`src/hdl/hxp_pkg.sv`:
```
`timescale 1ns / 1ps
// Package for the XOR test-pattern pixel generator.
// Holds the shared constants, the hue sector type and the divide-by-255 helper.
// It depends on nothing else.
package hxp_pkg;

    localparam int COORD_BITS = 12;
    localparam int N_STAGES   = 9;

    localparam logic [31:0] DIV3_MUL    = 32'hAAAA_AAAB;
    localparam int          DIV3_SHIFT  = 33;
    localparam logic [29:0] MOD45_MUL   = 30'd763549742;
    localparam int          MOD45_SHIFT = 35;
    localparam logic [16:0] DIV255_MUL  = 17'd65794;

    localparam logic [7:0] SAT_RESET = 8'd200;
    localparam logic [7:0] CH_MAX    = 8'd255;

    typedef enum logic [2:0] {
        SEC_RY = 3'd0,
        SEC_YG = 3'd1,
        SEC_GC = 3'd2,
        SEC_CB = 3'd3,
        SEC_BM = 3'd4,
        SEC_MR = 3'd5
    } t_sector;

    typedef struct packed {
        t_sector    sector;
        logic [7:0] frac;
        logic [7:0] val;
    } t_hue_item;

    function automatic logic [7:0] div255(input logic [15:0] x);
        logic [32:0] p;
        p = 33'(x) * 33'(DIV255_MUL);
        return p[31:24];
    endfunction

endpackage

```
`src/hdl/hxp_flow.sv`:
```
`timescale 1ns / 1ps
// Valid bits and per-stage load enables of the pixel pipeline.
// Uses hxp_pkg for the stage count; empty stages fill even while the output is held.
module hxp_flow (
    input  logic                          i_clk,
    input  logic                          i_rst_n,
    input  logic                          i_valid,
    input  logic                          i_stall,
    output logic                          o_stall,
    output logic                          o_valid,
    output logic [hxp_pkg::N_STAGES-1:0]  o_en
);
    import hxp_pkg::*;

    logic [N_STAGES-1:0] r_vld;
    logic [N_STAGES-1:0] n_vld;
    logic [N_STAGES-1:0] en;

    always_comb begin
        en[N_STAGES-1] = !r_vld[N_STAGES-1] || !i_stall;
        for (int k = N_STAGES - 2; k >= 0; k--) begin
            en[k] = !r_vld[k] || en[k+1];
        end
    end

    always_comb begin
        n_vld = r_vld;
        if (en[0]) begin
            n_vld[0] = i_valid;
        end
        for (int k = 1; k < N_STAGES; k++) begin
            if (en[k]) begin
                n_vld[k] = r_vld[k-1];
            end
        end
    end

    always_ff @(posedge i_clk) begin
        if (!i_rst_n) begin
            r_vld <= '0;
        end else begin
            r_vld <= n_vld;
        end
    end

    assign o_en    = en;
    assign o_stall = !en[0];
    assign o_valid = r_vld[N_STAGES-1];

endmodule

```
`src/hdl/hxp_hue_pipe.sv`:
```
`timescale 1ns / 1ps
// First five pipeline stages: XOR pattern, divide by 3, frame offset and hue modulo 360.
// Ends with the hue sector and its fraction; uses hxp_pkg.
module hxp_hue_pipe (
    input  logic                              i_clk,
    input  logic [4:0]                        i_en,
    input  logic [hxp_pkg::COORD_BITS-1:0]    i_pixel_col,
    input  logic [hxp_pkg::COORD_BITS-1:0]    i_pixel_row,
    input  logic [31:0]                       i_frame_number,
    output hxp_pkg::t_hue_item                o_item
);
    import hxp_pkg::*;

    localparam int PAD = 32 - COORD_BITS;

    logic [31:0] col32, row32, mix_a, mix_b, n1_sum;
    logic [7:0]  n1_val;
    logic [31:0] r1_sum, r1_frame;
    logic [7:0]  r1_val;

    logic [63:0] prod3;
    logic [30:0] r2_avg;
    logic [31:0] r2_frame;
    logic [7:0]  r2_val;

    logic [31:0] avg2, scaled;
    logic [28:0] r3_y;
    logic [2:0]  r3_xlo;
    logic [7:0]  r3_val;

    logic [58:0] prod45;
    logic [5:0]  r4_q, r4_y;
    logic [2:0]  r4_xlo;
    logic [7:0]  r4_val;

    logic [5:0]  q45, r45, rem;
    logic [8:0]  hue, base;
    logic [9:0]  frac17;
    t_sector     sector;
    t_hue_item   r5_item;

    assign col32  = {{PAD{1'b0}}, i_pixel_col};
    assign row32  = {{PAD{1'b0}}, i_pixel_row};
    assign mix_a  = col32 ^ row32;
    assign mix_b  = (col32 + i_frame_number) ^ (row32 + i_frame_number);
    assign n1_sum = mix_a + mix_b + (mix_a >> 1) + (mix_b >> 1);
    assign n1_val = (i_frame_number < 32'(CH_MAX)) ? i_frame_number[7:0] : CH_MAX;

    always_ff @(posedge i_clk) begin
        if (i_en[0]) begin
            r1_sum   <= n1_sum;
            r1_frame <= i_frame_number;
            r1_val   <= n1_val;
        end
    end

    assign prod3 = 64'(r1_sum) * 64'(DIV3_MUL);

    always_ff @(posedge i_clk) begin
        if (i_en[1]) begin
            r2_avg   <= prod3[63:DIV3_SHIFT];
            r2_frame <= r1_frame;
            r2_val   <= r1_val;
        end
    end

    assign avg2   = {1'b0, r2_avg} + r2_frame;
    assign scaled = avg2 + {avg2[30:0], 1'b0};

    always_ff @(posedge i_clk) begin
        if (i_en[2]) begin
            r3_y   <= scaled[31:3];
            r3_xlo <= scaled[2:0];
            r3_val <= r2_val;
        end
    end

    assign prod45 = 59'(r3_y) * 59'(MOD45_MUL);

    always_ff @(posedge i_clk) begin
        if (i_en[3]) begin
            r4_q   <= prod45[MOD45_SHIFT+5:MOD45_SHIFT];
            r4_y   <= r3_y[5:0];
            r4_xlo <= r3_xlo;
            r4_val <= r3_val;
        end
    end

    assign q45    = {r4_q[0], 5'b0} + {r4_q[2:0], 3'b0} + {r4_q[3:0], 2'b0} + r4_q;
    assign r45    = r4_y - q45;
    assign hue    = {r45, r4_xlo};

    always_comb begin
        if (hue >= 9'd300) begin
            sector = SEC_MR;
            base   = 9'd300;
        end else if (hue >= 9'd240) begin
            sector = SEC_BM;
            base   = 9'd240;
        end else if (hue >= 9'd180) begin
            sector = SEC_CB;
            base   = 9'd180;
        end else if (hue >= 9'd120) begin
            sector = SEC_GC;
            base   = 9'd120;
        end else if (hue >= 9'd60) begin
            sector = SEC_YG;
            base   = 9'd60;
        end else begin
            sector = SEC_RY;
            base   = 9'd0;
        end
    end

    assign rem    = 6'(hue - base);
    assign frac17 = {rem, 4'b0} + 10'(rem);

    always_ff @(posedge i_clk) begin
        if (i_en[4]) begin
            r5_item.sector <= sector;
            r5_item.frac   <= frac17[9:2];
            r5_item.val    <= r4_val;
        end
    end

    assign o_item = r5_item;

endmodule

```
`src/hdl/hxp_rgb_pipe.sv`:
```
`timescale 1ns / 1ps
// Last four pipeline stages: integer HSV to RGB over six hue sectors.
// Takes the sector item from hxp_hue_pipe and the saturation; uses hxp_pkg.
module hxp_rgb_pipe (
    input  logic                 i_clk,
    input  logic [3:0]           i_en,
    input  hxp_pkg::t_hue_item   i_item,
    input  logic [7:0]           i_sat,
    output logic [7:0]           o_red,
    output logic [7:0]           o_green,
    output logic [7:0]           o_blue
);
    import hxp_pkg::*;

    logic [15:0] r6_lo_p, r6_sf_p, r6_sr_p;
    t_sector     r6_sector;
    logic [7:0]  r6_val;

    logic [7:0]  r7_lo, r7_sf, r7_sr, r7_val;
    t_sector     r7_sector;

    logic [15:0] r8_fall_p, r8_rise_p;
    logic [7:0]  r8_lo, r8_val;
    t_sector     r8_sector;

    logic [7:0]  fall, rise;
    logic [7:0]  n_red, n_green, n_blue;
    logic [7:0]  r_red, r_green, r_blue;

    always_ff @(posedge i_clk) begin
        if (i_en[0]) begin
            r6_lo_p   <= 16'(i_item.val) * 16'(CH_MAX - i_sat);
            r6_sf_p   <= 16'(i_sat) * 16'(i_item.frac);
            r6_sr_p   <= 16'(i_sat) * 16'(CH_MAX - i_item.frac);
            r6_sector <= i_item.sector;
            r6_val    <= i_item.val;
        end
    end

    always_ff @(posedge i_clk) begin
        if (i_en[1]) begin
            r7_lo     <= div255(r6_lo_p);
            r7_sf     <= div255(r6_sf_p);
            r7_sr     <= div255(r6_sr_p);
            r7_sector <= r6_sector;
            r7_val    <= r6_val;
        end
    end

    always_ff @(posedge i_clk) begin
        if (i_en[2]) begin
            r8_fall_p <= 16'(r7_val) * 16'(CH_MAX - r7_sf);
            r8_rise_p <= 16'(r7_val) * 16'(CH_MAX - r7_sr);
            r8_lo     <= r7_lo;
            r8_val    <= r7_val;
            r8_sector <= r7_sector;
        end
    end

    assign fall = div255(r8_fall_p);
    assign rise = div255(r8_rise_p);

    always_comb begin
        unique case (r8_sector)
            SEC_RY: begin
                n_red = r8_val; n_green = rise;   n_blue = r8_lo;
            end
            SEC_YG: begin
                n_red = fall;   n_green = r8_val; n_blue = r8_lo;
            end
            SEC_GC: begin
                n_red = r8_lo;  n_green = r8_val; n_blue = rise;
            end
            SEC_CB: begin
                n_red = r8_lo;  n_green = fall;   n_blue = r8_val;
            end
            SEC_BM: begin
                n_red = rise;   n_green = r8_lo;  n_blue = r8_val;
            end
            default: begin
                n_red = r8_val; n_green = r8_lo;  n_blue = fall;
            end
        endcase
    end

    always_ff @(posedge i_clk) begin
        if (i_en[3]) begin
            r_red   <= n_red;
            r_green <= n_green;
            r_blue  <= n_blue;
        end
    end

    assign o_red   = r_red;
    assign o_green = r_green;
    assign o_blue  = r_blue;

endmodule

```
`src/hdl/hsv_xor_test_pattern_pixel_core.sv`:
```
`timescale 1ns / 1ps
// XOR test-pattern pixel generator, top level.
// Instantiates hxp_flow, hxp_hue_pipe and hxp_rgb_pipe and holds the saturation register.
//
// Usage:
// The input channel takes one request per cycle: pixel column, row and frame
// counter, qualified by i_valid and held off by o_stall. The output channel
// presents one RGB pixel per request on o_valid, and the receiver holds it with
// i_stall. Pixels leave in the order their requests arrived.
// A request passes through every pipeline stage, each a register, and its pixel
// appears on o_valid once it reaches the last stage; a stall can hold it on the way.
// The multiply-by-reciprocal stages and the two scaling multiply stages set the
// pipeline depth. Throughput is one pixel per cycle while i_stall stays low.
// When the receiver stalls, the output register holds its pixel and empty
// stages behind it keep filling; o_stall rises only once every stage is full.
// The saturation register is written through i_cfg_valid and i_cfg_data and
// o_cfg_ready is always high; write it only while the pipeline is empty.
// Synchronous reset empties the pipeline and sets the saturation to 200.
module hsv_xor_test_pattern_pixel_core (
    input  logic                              i_clk,
    input  logic                              i_rst_n,
    input  logic                              i_valid,
    output logic                              o_stall,
    input  logic [hxp_pkg::COORD_BITS-1:0]    i_pixel_col,
    input  logic [hxp_pkg::COORD_BITS-1:0]    i_pixel_row,
    input  logic [31:0]                       i_frame_number,
    output logic                              o_valid,
    input  logic                              i_stall,
    output logic [7:0]                        o_red,
    output logic [7:0]                        o_green,
    output logic [7:0]                        o_blue,
    input  logic                              i_cfg_valid,
    output logic                              o_cfg_ready,
    input  logic [7:0]                        i_cfg_data
);
    import hxp_pkg::*;

    logic [N_STAGES-1:0] en;
    logic [7:0]          r_sat;
    t_hue_item           hue_item;

    always_ff @(posedge i_clk) begin
        if (!i_rst_n) begin
            r_sat <= SAT_RESET;
        end else if (i_cfg_valid && o_cfg_ready) begin
            r_sat <= i_cfg_data;
        end
    end

    assign o_cfg_ready = 1'b1;

    hxp_flow u_flow (
        .i_clk   (i_clk),
        .i_rst_n (i_rst_n),
        .i_valid (i_valid),
        .i_stall (i_stall),
        .o_stall (o_stall),
        .o_valid (o_valid),
        .o_en    (en)
    );

    hxp_hue_pipe u_hue (
        .i_clk          (i_clk),
        .i_en           (en[4:0]),
        .i_pixel_col    (i_pixel_col),
        .i_pixel_row    (i_pixel_row),
        .i_frame_number (i_frame_number),
        .o_item         (hue_item)
    );

    hxp_rgb_pipe u_rgb (
        .i_clk   (i_clk),
        .i_en    (en[8:5]),
        .i_item  (hue_item),
        .i_sat   (r_sat),
        .o_red   (o_red),
        .o_green (o_green),
        .o_blue  (o_blue)
    );

endmodule

```
`config.mk`:
```
export PLATFORM = sky130hd
export DESIGN_NAME = hsv_xor_test_pattern_pixel_core
export DESIGN_NICKNAME = d
export VERILOG_FILES = /design/src/hdl/hxp_pkg.sv /design/src/hdl/hxp_flow.sv /design/src/hdl/hxp_hue_pipe.sv /design/src/hdl/hxp_rgb_pipe.sv /design/src/hdl/hsv_xor_test_pattern_pixel_core.sv
export SDC_FILE = /design/constraint.sdc
export NUM_CORES = 2
export LEC_CHECK = 0
export ABC_AREA = 0
export ABC_CLOCK_PERIOD_IN_PS = 8790
export BUFFER_PORTS_ARGS = -buffer_cell sky130_fd_sc_hd__buf_2
export CORE_UTILIZATION = 35
export CTS_CLUSTER_DIAMETER = 200
export DETAILED_ROUTE_END_ITERATION = 10
export MAX_ROUTING_LAYER = met4
export PLACE_DENSITY_LB_ADDON = 0.1
export SYNTH_ARGS = -nofsm -noshare
export SYNTH_HDL_FRONTEND = slang
export SYNTH_HIERARCHICAL = 1
export SYNTH_SLANG_ARGS = --single-unit
```
`constraint.sdc`:
```
create_clock -name i_clk -period 8.79 [get_ports i_clk]
set_input_delay 1.3185 -clock i_clk [delete_from_list [all_inputs] [get_ports i_clk]]
set_output_delay 1.3185 -clock i_clk [all_outputs]
set_load 0.01 [all_outputs]
```
; ---- Word-level counts from Yosys, hierarchy flattened
; Cells that the tools add are included.
[totals]
ff_bits = 411
inputBits = 69
output_inout_bits = 27
[classes]
add_sub_neg = 17
n_mul = 12
order_cmp = 6
eq_ne = 4
mux = 12
n_bitwise = 2
n_reduce_logical = 26
[ops]
columns = op, count
row1 = $mul A16 B16 Y31 const B, 5
row2 = $pmux W8 S3, 3
row3 = $add A12 B32 Y32, 2
row4 = $add A32 B31 Y32, 2
row5 = $add A32 B32 Y32, 2
row6 = $mul A32 B32 Y64 const B, 1
row7 = $mul A8 B16 Y16, 4
row8 = $mul A29 B29 Y40 const B, 1
row9 = $sub A8 B8 Y9 const A, 4
row10 = $add A31 B32 Y32, 1
row11 = $lt A32 B8 Y1 const B, 1
row12 = $xor A32 B32 Y32, 1
row13 = $mux W6, 5
row14 = $add A6 B6 Y6, 3
row15 = $ge A9 B8 Y1 const B, 2
row16 = $mul A8 B8 Y16, 1
row17 = $sub A6 B6 Y6, 2
row18 = $xor A12 B12 Y12, 1
row19 = $logic_not A1 Y1, 11
row20 = $add A10 B6 Y10, 1
row21 = $reduce_or A2 Y1, 5
row22 = $ge A9 B6 Y1 const B, 1
row23 = $ge A9 B7 Y1 const B, 1
row24 = $ge A9 B9 Y1 const B, 1
row25 = 7 further kinds, 18

; ---- Logic depth before layout (Yosys ltp)
[depth]
depth_word = 12
depth_mapped = 27
mapped_depth_nobuf = 27

; ---- Modules after synthesis
; The synthesis kept the hierarchy.
[modules_own_cells]
columns = mod, n_inst, cells_each, area_per_inst_um2, seq_area_each_um2
row1 = hxp_hue_pipe, 1, 3709, 39400.3, 6756.5
row2 = hxp_rgb_pipe, 1, 2154, 22257.6, 5074.9
row3 = hxp_flow, 1, 43, 374.1, 180.2
row4 = hsv_xor_test_pattern_pixel_core, 1, 27, 305.3, 160.2

; ---- Worst setup path after synthesis
; OpenSTA, ideal clock, no wires.
[synth_path]
kind = register to register
from = reg u_hue.r1_sum[13]
to = reg u_hue.r2_avg[21], data pin
setup_ps = 258
t_arrival_ps = 6907
required_time_ps = 8532
slack_ps = 1625
stages_incl_launch_ff = 25
path_buffers = 0
cell_sequence = edfxtp_1 -> ha_1 -> xor2_1 -> ha_1 -> fa_1 -> inv_1 -> fa_1 -> fa_1 -> inv_1 -> fa_1 -> fa_1 -> inv_1 -> fa_1 -> inv_1 -> ha_1 -> a21oi_1 -> nand2_1 -> a2111o_1 -> a311o_1 -> o2111ai_2 -> nand2_1 -> and4_4 -> o31ai_2 -> and2b_1 -> xnor2_1
[synth_via]
elab_chain_len = 1
[synth_rtl]
columns = element, line
row1 = from (decl), hxp_hue_pipe.sv:18  ; logic [31:0] r1_sum, r1_frame;
row2 = from (signal assigned), hxp_hue_pipe.sv:51  ; r1_sum <= n1_sum;
row3 = $mul A32 B32 Y64, hxp_hue_pipe.sv:57  ; assign prod3 = 64'(r1_sum) * 64'(DIV3_MUL);
row4 = net u_hue.prod3[54], hxp_hue_pipe.sv:21  ; logic [63:0] prod3;
row5 = to (signal assigned), hxp_hue_pipe.sv:61  ; r2_avg <= prod3[63:DIV3_SHIFT];
row6 = to (decl), hxp_hue_pipe.sv:22  ; logic [30:0] r2_avg;
; The timed path passes the listed nets, and every way through them passes these cells.
; A chain may end at the register's enable or synchronous reset.

; ---- Final worst setup path
[layout_path]
from = reg u_hue.r1_sum[1]
to = reg u_hue.r2_avg[24], data pin
; The elaborated chain is that of the path after synthesis.

==> results.md <==
### Run status
* outcome: complete, but fails checks
* violated checks: design-rule violations

### Layout
* fraction of final layout cells sized beyond drive strength 1: 0.0462
* Filler cells: 17700
* synth-to-layout area growth: 8.33%
* layout net count: 8180

### Timing
* Worst Max-Slew Pin Slew: 1.16 ns
* Hold Violations, Final: 0
* worst-case clock skew: 0.0288 ns
* Post-Route Setup TNS: 0 ns
* Highest Clock Rate: 124 MHz
* setup repair after global routing missed its margin: false
* final setup fails: 0
* final critical delay including setup and external delays: 8.06 ns
* final worst path period share: 0.917
* Final Max Slew Viols: 0
* Worst slew margin: 0.224

### Routing
* DRT antenna net count: 0
* highest metal layer used by the detailed router: met4
* drt first-iter violations: 1987
* drt total wl: 169000 um
* routed wire length on met3: 4770 um
* WL met2: 78700 um
* detailed-route vias per instance: 4.82
* vias post-DR: 40800
* length of the first detailed-routing pass in iterations: 8
* number of remaining DRC errors: 6
* met1 WL: 83000 um
* average wire length per cell after detail routing: 20.0 um

### Yosys
* Synth Flop Type: edfxtp_1
* synthesized netlist cell count: 5933
* number of warnings issued by yosys: 6
* most frequently used cell type in the post-synthesis netlist: inv_1
* share of Yosys cell area claimed by the top area cell type: 0.257
* share of async-settable or async-resettable flops after synthesis: 0
* largest cells by area after synthesis: fa_1 (26%), ha_1 (25%), edfxtp_1 (19%)
* Post-Synthesis Cell Area: 0.0623 mm^2
* number of nets produced by synthesis: 8055
* portion of the post-synthesis area used by sequential elements: 0.195
* distinct cell type count of the synthesized netlist: 106
* Post-Syn Area per Cell: 10.5 um^2
* Post-synth EDFFs: 394
* count of state elements after synthesis: 411
* most common library cells after synthesis: inv_1 (1368), ha_1 (1252), fa_1 (801), edfxtp_1 (394), nor2b_1 (220)
* library cell occupying the most area in the post-synthesis netlist: fa_1

### Global routing
* number of antenna violations at the first check in global routing: 23
* overall track demand over capacity in global routing: 0.196
* wire length of the first global-routing pass: 261000 um
* remaining global-route overflow: 0
* pin count of the biggest net entering global routing: 72
* number of global-route vias before repair: 43000

### Critical path
* most numerous cell on the critical path: fa_1
* capture point of the worst reg-to-reg path: u_hue/r2_avg[24]
* Crit-path slowest cell: edfxtp_1
* depth of the worst register-to-register path: 22
* Critical Path, Cell by Cell: ha_1, xor2_1, ha_1, fa_1, fa_1, fa_1, fa_1, fa_1, inv_1, fa_1, inv_1, ha_1, nand2_1, o21ai_0, buf_4, o2111a_1, o2111ai_2, a21boi_1, o21ai_0, o21ai_1, a21oi_1, xnor2_1
* endpoint kind of the worst setup timing path: flip-flop
* Critical Path Start Type: flip-flop
* Crit. Startpoint: u_hue/r1_sum[1]
* Worst R2R Start: u_hue/r1_sum[1]
* peak per-stage delay on the critical path: 0.71 ns
* reg-to-reg setup timing slack: 0.73 ns
* critical path class: reg -> reg
* endpoint required time on the critical path: 9.16 ns
* destination of the critical timing path: u_hue/r2_avg[24]
* worst-path maximum fanout: 11
* arrival time of the worst setup path: 8.43 ns

### Run
* number of max-capacitance violations reported: 0

### Placement
* half-perimeter wire length after placement: 146000 um
* count of buffers from port buffering: 94
* Placer Congestion: 0.918

### Clock network
* number of buffers inserted by post-CTS setup repair: 0
* insertion delay of the later-clocked pin in the worst-skew pair: 0.66 ns
* root buffer cell: clkbuf_16
* clock-pin slew reported for the worst setup and hold paths after clock tree synthesis: 0.06 ns
* clock tree from TritonCTS: built
* H-tree Lvls: 2
* post-cts resize count: 0
* clock tree buffer depth: 3
* TritonCTS sink count: 411
* cts bufs inserted: 54
* number of hold buffers added after CTS: 0

### Floorplan
* standard-cell rows: 154
* Initial Util: 0.353
* height of the die: 424 um
* Die Span X: 424 um
* area of the core: 0.176 mm^2
* die outline area: 0.180 mm^2
* Top-Level Pins: 96

### Worst hold path
* hold-critical path depth: 0
* hold crit path type: reg -> reg

==> how the worst min path moves through the flow <==
stage	from	to	slack [ns]
final	u_hue/r1_frame[4]	u_hue/r2_frame[4]	0.41
after global routing	u_hue/r1_frame[20]	u_hue/r2_frame[20]	0.42
after CTS	u_rgb/r6_val[3]	u_rgb/r7_val[3]	0.41
after detailed placement	u_hue/r1_frame[31]	u_hue/r2_frame[31]	0.40
after global placement	u_hue/r3_val[5]	u_hue/r4_val[5]	0.40
after floorplan	u_hue/r4_val[0]	u_hue/o_item[0]	0.40
==> layout make-up <==
| class | count | area, um^2 | share of cell area |
|---|---|---|---|
| multi-input cells | 4097 | 44800 | 0.663 |
| inverters | 1374 | 5160 | 0.0764 |
| clock inverters | 29 | 300 | 0.00445 |
| clock buffers | 73 | 1480 | 0.0220 |
| repair buffers | 120 | 666 | 0.00986 |
| diodes | 6 | 15.0 | 0.000222 |
| well taps | 2340 | 2930 | 0.0434 |
| flip-flops and latches | 411 | 12200 | 0.180 |
==> sequential cells by signal, summed over array words and instances, names as in the netlist, 9 cells and up <==
register and flops:
u_rgb/r6_lo_p 16, u_rgb/r8_rise_p 16, u_hue/r2_avg 31, u_hue/r1_sum 32, u_flow/r_vld 9, u_hue/r2_frame 32, u_hue/o_item 19, u_hue/r1_frame 32
u_rgb/r6_sf_p 16, u_rgb/r8_fall_p 16, u_hue/r3_y 29, u_rgb/r6_sr_p 16
==> cells by family (layout without fill, tap and decap cells) <==
kind of cell,after synthesis,after routing,synth area share
mux,14,14,0.00231
buf+inv,1425,1596,0.0862
flops,411,411,0.195
xor+xnor,308,308,0.0439
fa+ha+maj,2055,2055,0.509
compound gates,706,706,0.0763
simple gates,1013,1013,0.0873
other cells,1,7,0.0000602
==> routing by layer <==
| layer | global-route usage | vias to the layer above |
|---|---|---|
| li1 | - | 19700 |
| met1 | 0.273 | 20400 |
| met2 | 0.315 | 557 |
| met3 | 0.0163 | 136 |
| met4 | 0.0285 | 0 |
| met5 | - | - |
==> worst max-delay path, delay by kind of cell, from the launching register on <==
family                     cells  cell delay (ns)
xor gates and xnor gates       2             0.71
and+or+nand+nor                1             0.08
DFF                            1             0.71
buffers and inverters          3             0.30
adders and majority gates      9             4.41
AOI/OAI and AO/OA              7             1.54
==> metrics by stage <==
stage                     hold slack [ns]  std cells  area, um^2   util  worst slack [ns]
final                               0.414       8450       67500  0.383             0.733
after global routing                0.421       8450       67500  0.383             0.381
after CTS                           0.408       8444       67500  0.383             0.721
after detailed placement            0.405       8342       65700  0.372             0.746
after global placement              0.404       8342       65700  0.372             0.875
after floorplan                     0.400       5933       62300      -              1.62
==> cells in the final DEF (no fill, tap or decap), drive strengths merged, types with 22 or more instances in the layout <==
| cell | instances |
|---|---|
| inv | 1376 |
| ha | 1252 |
| fa | 801 |
| edfxtp | 394 |
| nor2b | 220 |
| xnor2 | 216 |
| a21oi | 200 |
| nor2 | 177 |
| nand2 | 173 |
| o21ai | 136 |
| buf | 120 |
| a21o | 111 |
| nand2b | 110 |
| xor2 | 91 |
| and2 | 75 |
| clkbuf | 73 |
| nand3 | 64 |
| nor3 | 57 |
| o21a | 37 |
| nand4 | 32 |
| o21bai | 27 |
| and3 | 24 |
| a211oi | 23 |
| a31oi | 22 |
Power is not shown: default switching activity piles up to over one toggle a cycle in this logic, so the estimate is an artifact.
